File: src/hw/rtl/nrhc_pkg.sv
// Shared types and constants for the NTRIP caster response header check.
package nrhc_pkg;

    localparam int          COUNT_BITS_DEFAULT   = 17;
    localparam logic [15:0] HEADER_LIMIT_RESET   = 16'd16384;

    localparam logic [2:0]  VERDICT_PENDING      = 3'd0;
    localparam logic [2:0]  VERDICT_ACCEPTED     = 3'd1;
    localparam logic [2:0]  VERDICT_TOO_LARGE    = 3'd2;
    localparam logic [2:0]  VERDICT_SOURCE_TABLE = 3'd3;
    localparam logic [2:0]  VERDICT_REJECTED     = 3'd4;

    typedef struct packed {
        logic [7:0] rx_byte;
        logic       first_of_reply;
    } nrhc_in_t;

    typedef struct packed {
        logic [2:0]  verdict;
        logic [16:0] body_start;
        logic        is_body;
    } nrhc_out_t;

endpackage

File: src/hw/rtl/ntrip_response_header_check.sv
// Top level: per-byte verdict on an NTRIP caster reply header.
//
// Usage:
//   Reply bytes enter on the in channel (in_valid/in_stall/in_data), one per
//   transfer; set first_of_reply on byte zero of each reply to restart.
//   Every input byte yields exactly one result transfer on the out channel
//   (out_valid/out_stall/out_data) carrying verdict, body_start and is_body.
//   The cfg channel writes header_limit; cfg_ready is always high. Write it
//   only while no byte is in flight.
// Timing:
//   An input register feeds the matchers; combinational logic writes the
//   result register. out_valid rises once the byte has moved from the
//   input register into the result register, which a stalled output delays.
//   Throughput is one byte per cycle unless the output stalls.
// Reset:
//   rst_n clears both pipeline registers, all parse state and sets
//   header_limit to 16384.
// Backpressure:
//   With out_stall high the result register holds; the input register still
//   takes one more byte, then in_stall rises until the result is taken.
module ntrip_response_header_check
    import nrhc_pkg::*;
#(
    parameter int COUNT_BITS = COUNT_BITS_DEFAULT
)
(
    input  logic        clk,
    input  logic        rst_n,
    input  logic        in_valid,
    output logic        in_stall,
    input  nrhc_in_t    in_data,
    output logic        out_valid,
    input  logic        out_stall,
    output nrhc_out_t   out_data,
    input  logic        cfg_valid,
    output logic        cfg_ready,
    input  logic [15:0] cfg_data
);

    typedef enum logic [2:0] {
        PH_SKIP,
        PH_LINE,
        PH_AFTER,
        PH_HEAD,
        PH_DONE
    } phase_t;

    localparam logic [7:0] CH_CR   = 8'h0D;
    localparam logic [7:0] CH_LF   = 8'h0A;
    localparam logic [7:0] CH_SP   = 8'h20;
    localparam logic [7:0] CH_RTCM = 8'hD3;

    localparam logic [3:0] ICY_LEN   = 4'd7;
    localparam logic [2:0] HTTP_LEN  = 3'd5;
    localparam logic [3:0] TABLE_LEN = 4'd11;
    localparam logic [3:0] FAIL4     = 4'hF;
    localparam logic [2:0] FAIL3     = 3'h7;

    function automatic logic is_space(input logic [7:0] b);
        is_space = (b >= 8'h09 && b <= 8'h0D) || b == 8'h20 || b == 8'h85 || b == 8'hA0;
    endfunction

    function automatic logic [7:0] icy_char(input logic [3:0] i);
        case (i)
            4'd0:    icy_char = "I";
            4'd1:    icy_char = "C";
            4'd2:    icy_char = "Y";
            4'd3:    icy_char = " ";
            4'd4:    icy_char = "2";
            4'd5:    icy_char = "0";
            4'd6:    icy_char = "0";
            default: icy_char = 8'h00;
        endcase
    endfunction

    function automatic logic [7:0] http_char(input logic [2:0] i);
        case (i)
            3'd0:    http_char = "H";
            3'd1:    http_char = "T";
            3'd2:    http_char = "T";
            3'd3:    http_char = "P";
            3'd4:    http_char = "/";
            default: http_char = 8'h00;
        endcase
    endfunction

    function automatic logic [7:0] table_char(input logic [3:0] i);
        case (i)
            4'd0:    table_char = "S";
            4'd1:    table_char = "O";
            4'd2:    table_char = "U";
            4'd3:    table_char = "R";
            4'd4:    table_char = "C";
            4'd5:    table_char = "E";
            4'd6:    table_char = "T";
            4'd7:    table_char = "A";
            4'd8:    table_char = "B";
            4'd9:    table_char = "L";
            4'd10:   table_char = "E";
            default: table_char = 8'h00;
        endcase
    endfunction

    function automatic logic [7:0] code_char(input logic [1:0] i);
        case (i)
            2'd0:    code_char = " ";
            2'd1:    code_char = "2";
            2'd2:    code_char = "0";
            2'd3:    code_char = "0";
            default: code_char = 8'h00;
        endcase
    endfunction

    // pipeline
    logic                  in_valid_reg;
    nrhc_in_t              in_item_reg;
    logic                  out_valid_reg;
    nrhc_out_t             out_item_reg;
    logic [15:0]           header_limit_reg;

    // parse state
    logic [COUNT_BITS-1:0] byte_count_reg;
    phase_t                phase_reg;
    logic                  prev_cr_reg;
    logic [3:0]            icy_reg;
    logic [2:0]            http_reg;
    logic [3:0]            table_reg;
    logic [2:0]            code_prog_reg;
    logic                  code_seen_reg;
    logic [1:0]            blank_reg;
    logic [2:0]            verdict_reg;
    logic [COUNT_BITS-1:0] body_start_reg;

    // state after optional restart
    logic [COUNT_BITS-1:0] byte_count_cur;
    phase_t                phase_cur;
    logic                  prev_cr_cur;
    logic [3:0]            icy_cur;
    logic [2:0]            http_cur;
    logic [3:0]            table_cur;
    logic [2:0]            code_prog_cur;
    logic                  code_seen_cur;
    logic [1:0]            blank_cur;
    logic [2:0]            verdict_cur;
    logic [COUNT_BITS-1:0] body_start_cur;

    logic [COUNT_BITS-1:0] byte_count_next;
    phase_t                phase_next;
    logic                  prev_cr_next;
    logic [3:0]            icy_next;
    logic [2:0]            http_next;
    logic [3:0]            table_next;
    logic [2:0]            code_prog_next;
    logic                  code_seen_next;
    logic [1:0]            blank_next;
    logic [2:0]            verdict_next;
    logic [COUNT_BITS-1:0] body_start_next;
    nrhc_out_t             out_item_next;

    logic                  advance;
    logic [7:0]            b;
    logic [7:0]            u;
    logic                  over_limit;
    logic                  feed;
    logic                  is_body;
    logic [2:0]            code_tmp;
    logic [31:0]           body_start_wide;

    assign advance   = in_valid_reg && (!out_valid_reg || !out_stall);
    assign in_stall  = in_valid_reg && !advance;
    assign out_valid = out_valid_reg;
    assign out_data  = out_item_reg;
    assign cfg_ready = 1'b1;

    assign b = in_item_reg.rx_byte;
    assign u = (b >= "a" && b <= "z") ? b - 8'd32 : b;

    always_comb
    begin
        if (in_item_reg.first_of_reply)
        begin
            byte_count_cur = '0;
            phase_cur      = PH_SKIP;
            prev_cr_cur    = 1'b0;
            icy_cur        = '0;
            http_cur       = '0;
            table_cur      = '0;
            code_prog_cur  = '0;
            code_seen_cur  = 1'b0;
            blank_cur      = '0;
            verdict_cur    = VERDICT_PENDING;
            body_start_cur = '0;
        end
        else
        begin
            byte_count_cur = byte_count_reg;
            phase_cur      = phase_reg;
            prev_cr_cur    = prev_cr_reg;
            icy_cur        = icy_reg;
            http_cur       = http_reg;
            table_cur      = table_reg;
            code_prog_cur  = code_prog_reg;
            code_seen_cur  = code_seen_reg;
            blank_cur      = blank_reg;
            verdict_cur    = verdict_reg;
            body_start_cur = body_start_reg;
        end
    end

    always_comb
    begin
        byte_count_next = (byte_count_cur == '1) ? byte_count_cur
                                                 : byte_count_cur + 1'b1;
        over_limit      = 32'(byte_count_next) > 32'(header_limit_reg);
        phase_next      = phase_cur;
        prev_cr_next    = prev_cr_cur;
        icy_next        = icy_cur;
        http_next       = http_cur;
        table_next      = table_cur;
        code_prog_next  = code_prog_cur;
        code_seen_next  = code_seen_cur;
        blank_next      = blank_cur;
        verdict_next    = verdict_cur;
        body_start_next = body_start_cur;
        feed            = 1'b0;
        is_body         = 1'b0;
        code_tmp        = '0;

        case (phase_cur)
            PH_SKIP, PH_LINE:
            begin
                if (prev_cr_cur && b == CH_LF)
                begin
                    if (icy_cur == ICY_LEN || (http_cur == HTTP_LEN && code_seen_cur))
                    begin
                        phase_next = PH_AFTER;
                        blank_next = 2'd2;
                    end
                    else
                    begin
                        verdict_next = (table_cur == TABLE_LEN) ? VERDICT_SOURCE_TABLE
                                                                : VERDICT_REJECTED;
                        phase_next   = PH_DONE;
                    end
                end
                else
                begin
                    if (phase_cur == PH_LINE)
                    begin
                        feed = 1'b1;
                    end
                    else if (!is_space(b))
                    begin
                        feed       = 1'b1;
                        phase_next = PH_LINE;
                    end
                    if (over_limit)
                    begin
                        verdict_next = VERDICT_TOO_LARGE;
                        phase_next   = PH_DONE;
                    end
                end
                prev_cr_next = (b == CH_CR);
            end
            PH_AFTER, PH_HEAD:
            begin
                if (phase_cur == PH_AFTER && b == CH_RTCM)
                begin
                    verdict_next    = VERDICT_ACCEPTED;
                    body_start_next = byte_count_cur;
                    is_body         = 1'b1;
                    phase_next      = PH_DONE;
                end
                else
                begin
                    phase_next = PH_HEAD;
                    case (blank_cur)
                        2'd0, 2'd2:
                        begin
                            blank_next = (b == CH_CR) ? blank_cur + 2'd1 : 2'd0;
                        end
                        default:
                        begin
                            if (b == CH_LF)
                            begin
                                blank_next = blank_cur + 2'd1;
                                if (blank_cur == 2'd3)
                                begin
                                    verdict_next    = VERDICT_ACCEPTED;
                                    body_start_next = byte_count_next;
                                    phase_next      = PH_DONE;
                                end
                            end
                            else
                            begin
                                blank_next = (b == CH_CR) ? 2'd1 : 2'd0;
                            end
                        end
                    endcase
                    if (phase_next == PH_HEAD && over_limit)
                    begin
                        verdict_next = VERDICT_TOO_LARGE;
                        phase_next   = PH_DONE;
                    end
                end
            end
            PH_DONE:
            begin
                is_body = (verdict_cur == VERDICT_ACCEPTED);
            end
            default:
            begin
                is_body = 1'b0;
            end
        endcase

        // first-line prefix matchers
        if (feed)
        begin
            if (icy_cur < ICY_LEN)
            begin
                icy_next = (u == icy_char(icy_cur)) ? icy_cur + 4'd1 : FAIL4;
            end
            if (http_cur < HTTP_LEN)
            begin
                http_next = (u == http_char(http_cur)) ? http_cur + 3'd1 : FAIL3;
            end
            if (table_cur < TABLE_LEN)
            begin
                table_next = (u == table_char(table_cur)) ? table_cur + 4'd1 : FAIL4;
            end
            if (!code_seen_cur)
            begin
                if (b == code_char(code_prog_cur[1:0]))
                begin
                    code_tmp = code_prog_cur + 3'd1;
                end
                else
                begin
                    code_tmp = (b == CH_SP) ? 3'd1 : 3'd0;
                end
                if (code_tmp >= 3'd4)
                begin
                    code_seen_next = 1'b1;
                    code_prog_next = '0;
                end
                else
                begin
                    code_prog_next = code_tmp;
                end
            end
        end

        body_start_wide          = 32'(body_start_next);
        out_item_next.verdict    = verdict_next;
        out_item_next.body_start = (verdict_next == VERDICT_ACCEPTED) ? body_start_wide[16:0]
                                                                      : 17'd0;
        out_item_next.is_body    = is_body;
    end

    always_ff @(posedge clk or negedge rst_n)
    begin
        if (!rst_n)
        begin
            in_valid_reg     <= 1'b0;
            in_item_reg      <= '0;
            out_valid_reg    <= 1'b0;
            out_item_reg     <= '0;
            header_limit_reg <= HEADER_LIMIT_RESET;
            byte_count_reg   <= '0;
            phase_reg        <= PH_SKIP;
            prev_cr_reg      <= 1'b0;
            icy_reg          <= '0;
            http_reg         <= '0;
            table_reg        <= '0;
            code_prog_reg    <= '0;
            code_seen_reg    <= 1'b0;
            blank_reg        <= '0;
            verdict_reg      <= VERDICT_PENDING;
            body_start_reg   <= '0;
        end
        else
        begin
            if (cfg_valid && cfg_ready)
            begin
                header_limit_reg <= cfg_data;
            end

            if (in_valid && !in_stall)
            begin
                in_valid_reg <= 1'b1;
                in_item_reg  <= in_data;
            end
            else if (advance)
            begin
                in_valid_reg <= 1'b0;
            end

            if (advance)
            begin
                out_valid_reg  <= 1'b1;
                out_item_reg   <= out_item_next;
                byte_count_reg <= byte_count_next;
                phase_reg      <= phase_next;
                prev_cr_reg    <= prev_cr_next;
                icy_reg        <= icy_next;
                http_reg       <= http_next;
                table_reg      <= table_next;
                code_prog_reg  <= code_prog_next;
                code_seen_reg  <= code_seen_next;
                blank_reg      <= blank_next;
                verdict_reg    <= verdict_next;
                body_start_reg <= body_start_next;
            end
            else if (out_valid_reg && !out_stall)
            begin
                out_valid_reg <= 1'b0;
            end
        end
    end

endmodule

File: config.mk
export PLATFORM = sky130hd
export DESIGN_NAME = ntrip_response_header_check
export DESIGN_NICKNAME = d
export VERILOG_FILES = /design/src/hw/rtl/nrhc_pkg.sv /design/src/hw/rtl/ntrip_response_header_check.sv
export SDC_FILE = /design/constraint.sdc
export NUM_CORES = 1
export LEC_CHECK = 0
export ABC_AREA = 1
export BUFFER_PORTS_ARGS = -buffer_cell sky130_fd_sc_hd__buf_4
export CELL_PAD_IN_SITES_DETAIL_PLACEMENT = 0
export CELL_PAD_IN_SITES_GLOBAL_PLACEMENT = 1
export CORE_ASPECT_RATIO = 0.7
export CORE_MARGIN = 5
export CORE_UTILIZATION = 40
export DETAILED_ROUTE_END_ITERATION = 16
export PLACE_DENSITY = 0.87
export SYNTH_ARGS = -nofsm -noshare
export SYNTH_HDL_FRONTEND = slang
export SYNTH_SLANG_ARGS = --single-unit
File: constraint.sdc
create_clock -name clk -period 3.4 [get_ports clk]
set_input_delay 0.51 -clock clk [delete_from_list [all_inputs] [get_ports clk]]
set_output_delay 0.51 -clock clk [all_outputs]
set_load 0.01 [all_outputs]
==> results of run 1 <==
[through the flow]
stage	power (W)	setup TNS [ps]	setup WS (ps)	util (%)	instance area (µm²)
after floorplan	0.00264	0	0.771	-	7520
after global placement	0.00306	0	2.80	46.6	8490
after detailed placement	0.00309	-1110	-112	46.6	8490
after CTS	0.00426	-53.9	-18.8	50.3	9160
after global routing	0.00467	-5240	-298	53.0	9660
final	0.00436	-2040	-138	53.0	9660
[area by class of cell]
type / instances / area [µm²] / share of cell area [%]
Multi-Input combinational cell: 735 / 4620 / 47.8
Tap cell: 236 / 295 / 3.06
Timing Repair Buffer: 156 / 1320 / 13.7
Clock inverter: 7 / 71.3 / 0.738
Sequential cell: 103 / 2580 / 26.7
Inverter: 141 / 551 / 5.70
Clock buffer: 9 / 225 / 2.33
[power by group through the flow]
| stage | Clock (W) | Sequential (W) | Combinational, W |
|---|---|---|---|
| floorplan | 0 | 0.00155 | 0.00109 |
| global placement | 0 | 0.00159 | 0.00148 |
| detailed placement | 0 | 0.00159 | 0.00150 |
| CTS | 0.00109 | 0.00157 | 0.00160 |
| global route | 0.00113 | 0.00161 | 0.00194 |
| finish | 0.00106 | 0.00158 | 0.00171 |
[final timing paths]
path | startpoint | to | slack, ps | depth (start not counted)
setup / recovery | in_item_reg[0] | out_data[12] | -140 | 24
min in group clk | cfg_data[2] | header_limit_reg[2] | 360 | 3
hold reg to reg | out_data[12] | out_data[12] | 480 | 2
max in group asynchronous | rst_n | phase_reg[2] | 2480 | 2
hold / removal | rst_n | in_valid_reg | 170 | 1
setup reg to reg | in_item_reg[0] | out_data[12] | -140 | 24
[kinds of logic (layout without fill, tap and decap cells)]
family / count (synthesis) / count (layout) / share of synthesized area [%]
AOI/OAI and AO/OA: 234 / 234 / 17.8
other: 1 / 1 / 0.0500
muxes: 1 / 1 / 0.150
and+or+nand+nor: 429 / 429 / 27.2
adders and majority gates: 40 / 40 / 6.67
DFF: 103 / 103 / 34.4
buffers and inverters: 181 / 313 / 10.3
xor gates and xnor gates: 30 / 30 / 3.50
[routing by layer]
| layer | up-vias | track usage (%) | wire length [µm] |
|---|---|---|---|
| met2 | 230 | 25.7 | 8830 |
| li1 | 3551 | - | - |
| met3 | 20 | 5.22 | 1700 |
| met5 | - | 0 | 0 |
| met4 | 0 | 3.54 | 162 |
| met1 | 3318 | 32.5 | 11400 |
[synth_stat cells, types with 7 or more instances]
cell type / number
sky130_fd_sc_hd__o211ai_1: 7
sky130_fd_sc_hd__nand3_2: 12
sky130_fd_sc_hd__inv_2: 9
sky130_fd_sc_hd__clkbuf_1: 21
sky130_fd_sc_hd__o21ai_1: 17
sky130_fd_sc_hd__nand2_2: 17
sky130_fd_sc_hd__o21ai_0: 95
sky130_fd_sc_hd__a31oi_1: 9
sky130_fd_sc_hd__nor2_2: 11
sky130_fd_sc_hd__nand2_1: 210
sky130_fd_sc_hd__nand4_1: 12
sky130_fd_sc_hd__ha_1: 40
sky130_fd_sc_hd__a21oi_1: 63
sky130_fd_sc_hd__inv_1: 127
sky130_fd_sc_hd__xor2_1: 24
sky130_fd_sc_hd__buf_2: 10
sky130_fd_sc_hd__nor2_1: 100
sky130_fd_sc_hd__nand3_1: 38
sky130_fd_sc_hd__o21bai_1: 18
sky130_fd_sc_hd__dfrtp_1: 102
[timing repair]
action,4_1_cts,5_1_grt
cloned,2,1
setup endpoints to repair,18,23
pin swaps,15,55
buffers inserted,23,17
resized for setup,33,72
==> reports/results.ini, run 1 <==
[floorplan]
core_region_area_um2 = 18200
start_util_pct = 41.2
fp.dieArea_um2 = 21600
die-height_um = 125
rows = 41
die_w_um = 174
io-pin-count = 54

[yosys]
netlist_area_um2 = 7500
synth_seq_cells = 103
netlist_top_cells_area = sky130_fd_sc_hd__dfrtp_1 34%, sky130_fd_sc_hd__nand2_1 11%, sky130_fd_sc_hd__ha_1 6.7%, sky130_fd_sc_hd__inv_1 6.4%, sky130_fd_sc_hd__o21ai_0 6.3%
yosysWarnings = 0
syn-instance-count = 1019
post-synth-top-area-cell = sky130_fd_sc_hd__dfrtp_1
synth_seq_area_share_pct = 34.4
syn_nets = 1089
count_of_flip_flops_with_a_built_in_enable_after_synthesis = 0
synthFlopType = sky130_fd_sc_hd__dfrtp_1
syn_avg_cell_area_um2 = 7.36
count_of_cell_types_in_the_netlist = 56
async_reset_ff_share_pct = 100
synth_top_area_share_pct = 34.0

[routing]
drt_first_pass_iters = 5
antenna_left = 0
drc_errors = 0
vias = 7119
drt_first_iter_violations = 630
routed_wirelength_mm = 22.1
via_per_inst = 5.13
detail_route.wl_per_cell_um = 15.9

[timing]
fin_worst_skew_ps = 17.2
report.final.hold_viol_count = 0
finalMaxSlewViolations = 0
grt_setup_unrepaired = yes
post-route-min-period_ps = 3540
timing.slew.headroom_pct = 57.8
final-setup-viol-count = 18
fmax_mhz = 283
min_period_over_period_pct = 104
post-route-worst-setup-slack_ps = -138
tightest_slew_ps = 631
final.hold.worst_slack_ps = 169

[layout]
n_antenna_cell = 0
nFillCells = 1666
layout-drive-gt1-share_pct = 27.5
layout-area-overhead-vs-synth_pct = 28.7
num-nets-final = 1216
largest_reg_flops = 18
stdcell_count = 1387
most-common-layout-cells = 191 x sky130_fd_sc_hd__nand2_1, 137 x sky130_fd_sc_hd__buf_4, 122 x sky130_fd_sc_hd__inv_1
most_common_cell_after_layout_fill_and_taps_aside = sky130_fd_sc_hd__nand2_1

[worst_setup_path]
critical_path.top_delay_family = simple AND/OR/NAND/NOR gates
critPathBufInv = 5
worstSetupStartpointType = flip-flop
data_required_time_at_the_worst_endpoint_ps = 3660
timing.critical_path.fanout_max = 5
critical-path-max-stage-delay_ps = 520
cpMostUsedCell = sky130_fd_sc_hd__nand2_1
end_kind = flip-flop
path_cells = buf_6 > nor2_4 > buf_6 > nand2_4 > nor2_4 > buf_4 > nand4_1 > xor2_2 > nand2_1 > ha_4 > nand2_1 > o21a_1 > nand2_1 > nand2_1 > nand2_1 > nand2_2 > nand2_4 > nand2_8 > buf_6 > o211ai_4 > nand3b_4 > clkbuf_16 > nand3_2 > nand2_1
critPathArrivalTime_ps = 3800
worstSetupPathType = flip-flop to flip-flop
cp_slowest_cell = sky130_fd_sc_hd__dfrtp_2

[clocking]
clock_insertion_delay_worst_skew_ps = 370
cts_hold_buffers = 0
clk_root_buffer_cell = sky130_fd_sc_hd__clkbuf_16
path_clk_slew_ps = 80
clock_buffers_created_by_tritoncts = 9
ctsLongestPathBuffers = 2
htree_num_levels = 3
numClockSinks = 103
cts_tree = built

[power_and_ir_drop]
power_per_cell_area_nw_per_um2 = 451
cellInternalPower_w = 0.00260
net-switching-power_w = 0.00176
worst_ir_drop_vdd_mv = 0.299
power.share.switching_pct = 40.3
clock_power_share_pct = 24.4
static-leakage-power_nw = 4.67
p_seq_share_pct = 36.3
power_frac_comb_pct = 39.3

[global_route]
first_global_vias = 6539
antenna_found_initial = 0
grtUsageTotal_pct = 19.9
grt_remaining_overflow = 0
wire_length_of_the_first_global_routing_pass_mm = 35.4
grt_start_max_net_pins = 59

[placed_design]
detailedPlacementHpwl_mm = 15.4
finalWeightedCongestion = 0.911
numPortBuffers = 52
placed_cells_incl_taps = 1328

[worst_hold_path]
worst_hold_path_type = primary input to asynchronous set/reset pin

[status]
failed_checks = setup timing
run_status = complete, but fails checks

[run]
timing.max_cap.violations = 0

Power figures use the tool's default switching activity.
==> run 2, diff against run 1 <==
==> config.mk (replaced) <==
export PLATFORM = sky130hd
export DESIGN_NAME = ntrip_response_header_check
export DESIGN_NICKNAME = d
export VERILOG_FILES = /design/src/hw/rtl/nrhc_pkg.sv /design/src/hw/rtl/ntrip_response_header_check.sv
export SDC_FILE = /design/constraint.sdc
export NUM_CORES = 1
export LEC_CHECK = 0
export ABC_AREA = 1
export CAP_MARGIN = 20
export CELL_PAD_IN_SITES_DETAIL_PLACEMENT = 1
export CELL_PAD_IN_SITES_GLOBAL_PLACEMENT = 2
export CORE_ASPECT_RATIO = 0.7
export CORE_MARGIN = 5
export CORE_UTILIZATION = 34
export DETAILED_ROUTE_END_ITERATION = 16
export DONT_BUFFER_PORTS = 1
export PLACE_DENSITY = 0.88
export SYNTH_ARGS = -nofsm -noshare
export SYNTH_HDL_FRONTEND = slang
export SYNTH_SLANG_ARGS = --single-unit
==> run 2 against run 1 <==
The flow still finishes with violations (setup timing). Count of clock-buffer cells in the layout is the same. Sequential power about the same. Global-route usage increased by 0.20 points. Non-clock buffer count shrank 35. Final cell count up 0.79%. Largest cell class unchanged.
==> reports/results.ini, run 2 (synthesized netlist as in run 1, its figures left out) <==
[layout]
n_antenna_cell = 0  ; unchanged
layout-drive-gt1-share_pct = 26.7  ; was 27.5%
nFillCells = 2630  ; was 1,666
most_common_cell_after_layout_fill_and_taps_aside = sky130_fd_sc_hd__nand2_1  ; unchanged
largest_reg_flops = 18  ; unchanged
num-nets-final = 1181  ; was 1,216
final_cell_area_um2 = 9540  ; was 9660 µm²
layout-area-overhead-vs-synth_pct = 27.1  ; was 28.7%
most-common-layout-cells = 182 x sky130_fd_sc_hd__nand2_1, 120 x sky130_fd_sc_hd__inv_1, 103 x sky130_fd_sc_hd__buf_4  ; was 191 x sky130_fd_sc_hd__nand2_1, 137 x sky130_fd_sc_hd__buf_4, 122 x sky130_fd_sc_hd__inv_1
stdcell_count = 1398  ; was 1,387

[timing]
post-route-min-period_ps = 3570  ; was 3540 ps
fmax_mhz = 280  ; was 283 MHz
finalMaxSlewViolations = 0  ; unchanged
timing.slew.headroom_pct = 52.4  ; was 57.8%
final-setup-viol-count = 23  ; was 18
grt_setup_unrepaired = yes  ; unchanged
min_period_over_period_pct = 105  ; was 104%
post-route-worst-setup-slack_ps = -167  ; was -138 ps
tightest_slew_ps = 711  ; was 631 ps
fin_worst_skew_ps = 10.7  ; was 17.2 ps
report.final.hold_viol_count = 0  ; unchanged

[power_and_ir_drop]
cellInternalPower_w = 0.00258  ; was 0.00260 W
power.share.switching_pct = 41.4  ; was 40.3%
power_per_cell_area_nw_per_um2 = 461  ; was 451 nW/µm²
net-switching-power_w = 0.00182  ; was 0.00176 W
p_seq_share_pct = 36.1  ; was 36.3%
power_frac_comb_pct = 39.2  ; was 39.3%
worst_ir_drop_vdd_mv = 0.298  ; was 0.299 mV
clock_power_share_pct = 24.8  ; was 24.4%
static-leakage-power_nw = 4.51  ; was 4.67 nW

[floorplan]
fp.dieArea_um2 = 25200  ; was 21,600 µm²
core_region_area_um2 = 21700  ; was 18,200 µm²
die_w_um = 188  ; was 174 µm
io-pin-count = 54  ; unchanged
die-height_um = 134  ; was 125 µm
rows = 45  ; was 41
start_util_pct = 34.6  ; was 41.2%

[worst_setup_path]
worstSetupStartpointType = flip-flop  ; unchanged
cp_slowest_cell = sky130_fd_sc_hd__dfrtp_2  ; unchanged
rr_endpoint = out_data[1]  ; was out_data[12]
rr_worst_depth = 32  ; was 24
data_required_time_at_the_worst_endpoint_ps = 3710  ; was 3660 ps
beginning_of_the_worst_register_to_register_path = in_item_reg[0]  ; unchanged
critPathArrivalTime_ps = 3870  ; was 3800 ps
end_kind = flip-flop  ; unchanged
reg2reg_setup_slack_ps = -170  ; was -140 ps
cpMostUsedCell = sky130_fd_sc_hd__nand2_1  ; unchanged
critical-path-max-stage-delay_ps = 520  ; about the same
worstSetupStartpoint = in_item_reg[0]  ; unchanged
timing.critical_path.fanout_max = 7  ; was 5
worstSetupPathType = flip-flop to flip-flop  ; unchanged

[global_route]
grt_start_max_net_pins = 104  ; was 59
wire_length_of_the_first_global_routing_pass_mm = 40.7  ; was 35.4 mm
grtUsageTotal_pct = 20.1  ; was 19.9%
grt_remaining_overflow = 0  ; unchanged
first_global_vias = 7270  ; was 6,539
antenna_found_initial = 0  ; unchanged

[status]
failed_checks = setup timing  ; unchanged
run_status = complete, but fails checks  ; unchanged

[placed_design]
detailedPlacementHpwl_mm = 18.0  ; was 15.4 mm
numPortBuffers = 0  ; was 52
detailed_place.area_um2 = 8280  ; was 8490 µm²
finalWeightedCongestion = 0.921  ; was 0.911
placed_cells_incl_taps = 1337  ; was 1,328
preCtsSetupSlack_ps = -330  ; was -112 ps

[clocking]
clk_root_buffer_cell = sky130_fd_sc_hd__clkbuf_16  ; unchanged
clock_buffers_created_by_tritoncts = 9  ; unchanged
numClockSinks = 103  ; unchanged
cts_tree = built  ; unchanged
ctsLongestPathBuffers = 2  ; unchanged
path_clk_slew_ps = 80  ; about the same
clock_insertion_delay_worst_skew_ps = 370  ; about the same
htree_num_levels = 3  ; unchanged

[routing]
detail_route.wl_per_cell_um = 18.5  ; was 15.9 µm
vias = 7176  ; was 7,119
drt_first_pass_iters = 7  ; was 5
drc_errors = 0  ; unchanged
via_per_inst = 5.13  ; about the same
antenna_left = 0  ; unchanged
routed_wirelength_mm = 25.9  ; was 22.1 mm
drt_first_iter_violations = 463  ; was 630

[worst_hold_path]
worst_hold_path_type = primary input to asynchronous set/reset pin  ; unchanged

[run]
timing.max_cap.violations = 0  ; unchanged

run 2: layout make-up:
cell class,count,area (µm²),share of cell area [%]
clock buffers,9,225,2.36
clock inverters,7,68.8,0.722
inverters,141,553,5.80
multi-input cells,735,4700,49.2
flip-flops and latches,103,2580,27.0
well taps,282,353,3.70
repair buffers,121,1060,11.1
run 2: worst max path at each step:
| stage | to | slack (ps) | cells after the start |
|---|---|---|---|
| 6_report | out_data[1] | -170 | 32 |
| 3_5_place_dp | out_data[6] | -330 | 24 |
| 3_3_place_gp | out_data[2] | -150 | 24 |
| 4_1_cts | out_data[16] | -110 | 34 |
| 5_1_grt | out_data[2] | -380 | 32 |
| 2_1_floorplan | out_data[7] | 0.8 | 30 |
run 2: repair_timing:
item / CTS / global route
setup buffers: 33 / 16
hold endpoints to repair: 103 / 0
hold buffers: 1 / 0
gates resized for setup: 46 / 78
pin swaps: 31 / 42
endpoints found under the setup margin: 22 / 27
cloned: 1 / 1
run 2: per-layer routing:
layer  global-route usage [%]  vias to the layer above  share of wire, %
li1                         -                     3480                 -
met1                     30.4                     3536                51
met2                     29.4                      143                42
met3                     4.19                       17               5.2
met4                     4.28                        0              0.95
met5                        0                        -                 0
run 2: metrics by stage:
step	hold WS [ps]	power, W	utilization (%)	TNS, ps
after detailed placement	221	0.00311	38.2	-5010
after global routing	109	0.00471	44.0	-7670
after CTS	105	0.00437	42.0	-1570
after global placement	220	0.00305	38.2	-2290
final	11.4	0.00440	44.0	-3030
after floorplan	214	0.00264	-	0
run 2: power groups by stage:
stage          registers [W]  clock network [W]  logic, W
2_1_floorplan        0.00155                  0   0.00109
3_3_place_gp         0.00159                  0   0.00146
3_5_place_dp         0.00160                  0   0.00150
4_1_cts              0.00159            0.00112   0.00166
5_1_grt              0.00161            0.00117   0.00192
6_report             0.00159            0.00109   0.00172
run 2: critical path: cells and delay by family (launching register included):
| kind | cells | cell delay, ps |
|---|---|---|
| buf+inv | 7 | 520 |
| flops | 1 | 520 |
| simple gates | 22 | 1940 |
| compound gates | 1 | 70 |
| fa+ha+maj | 2 | 420 |
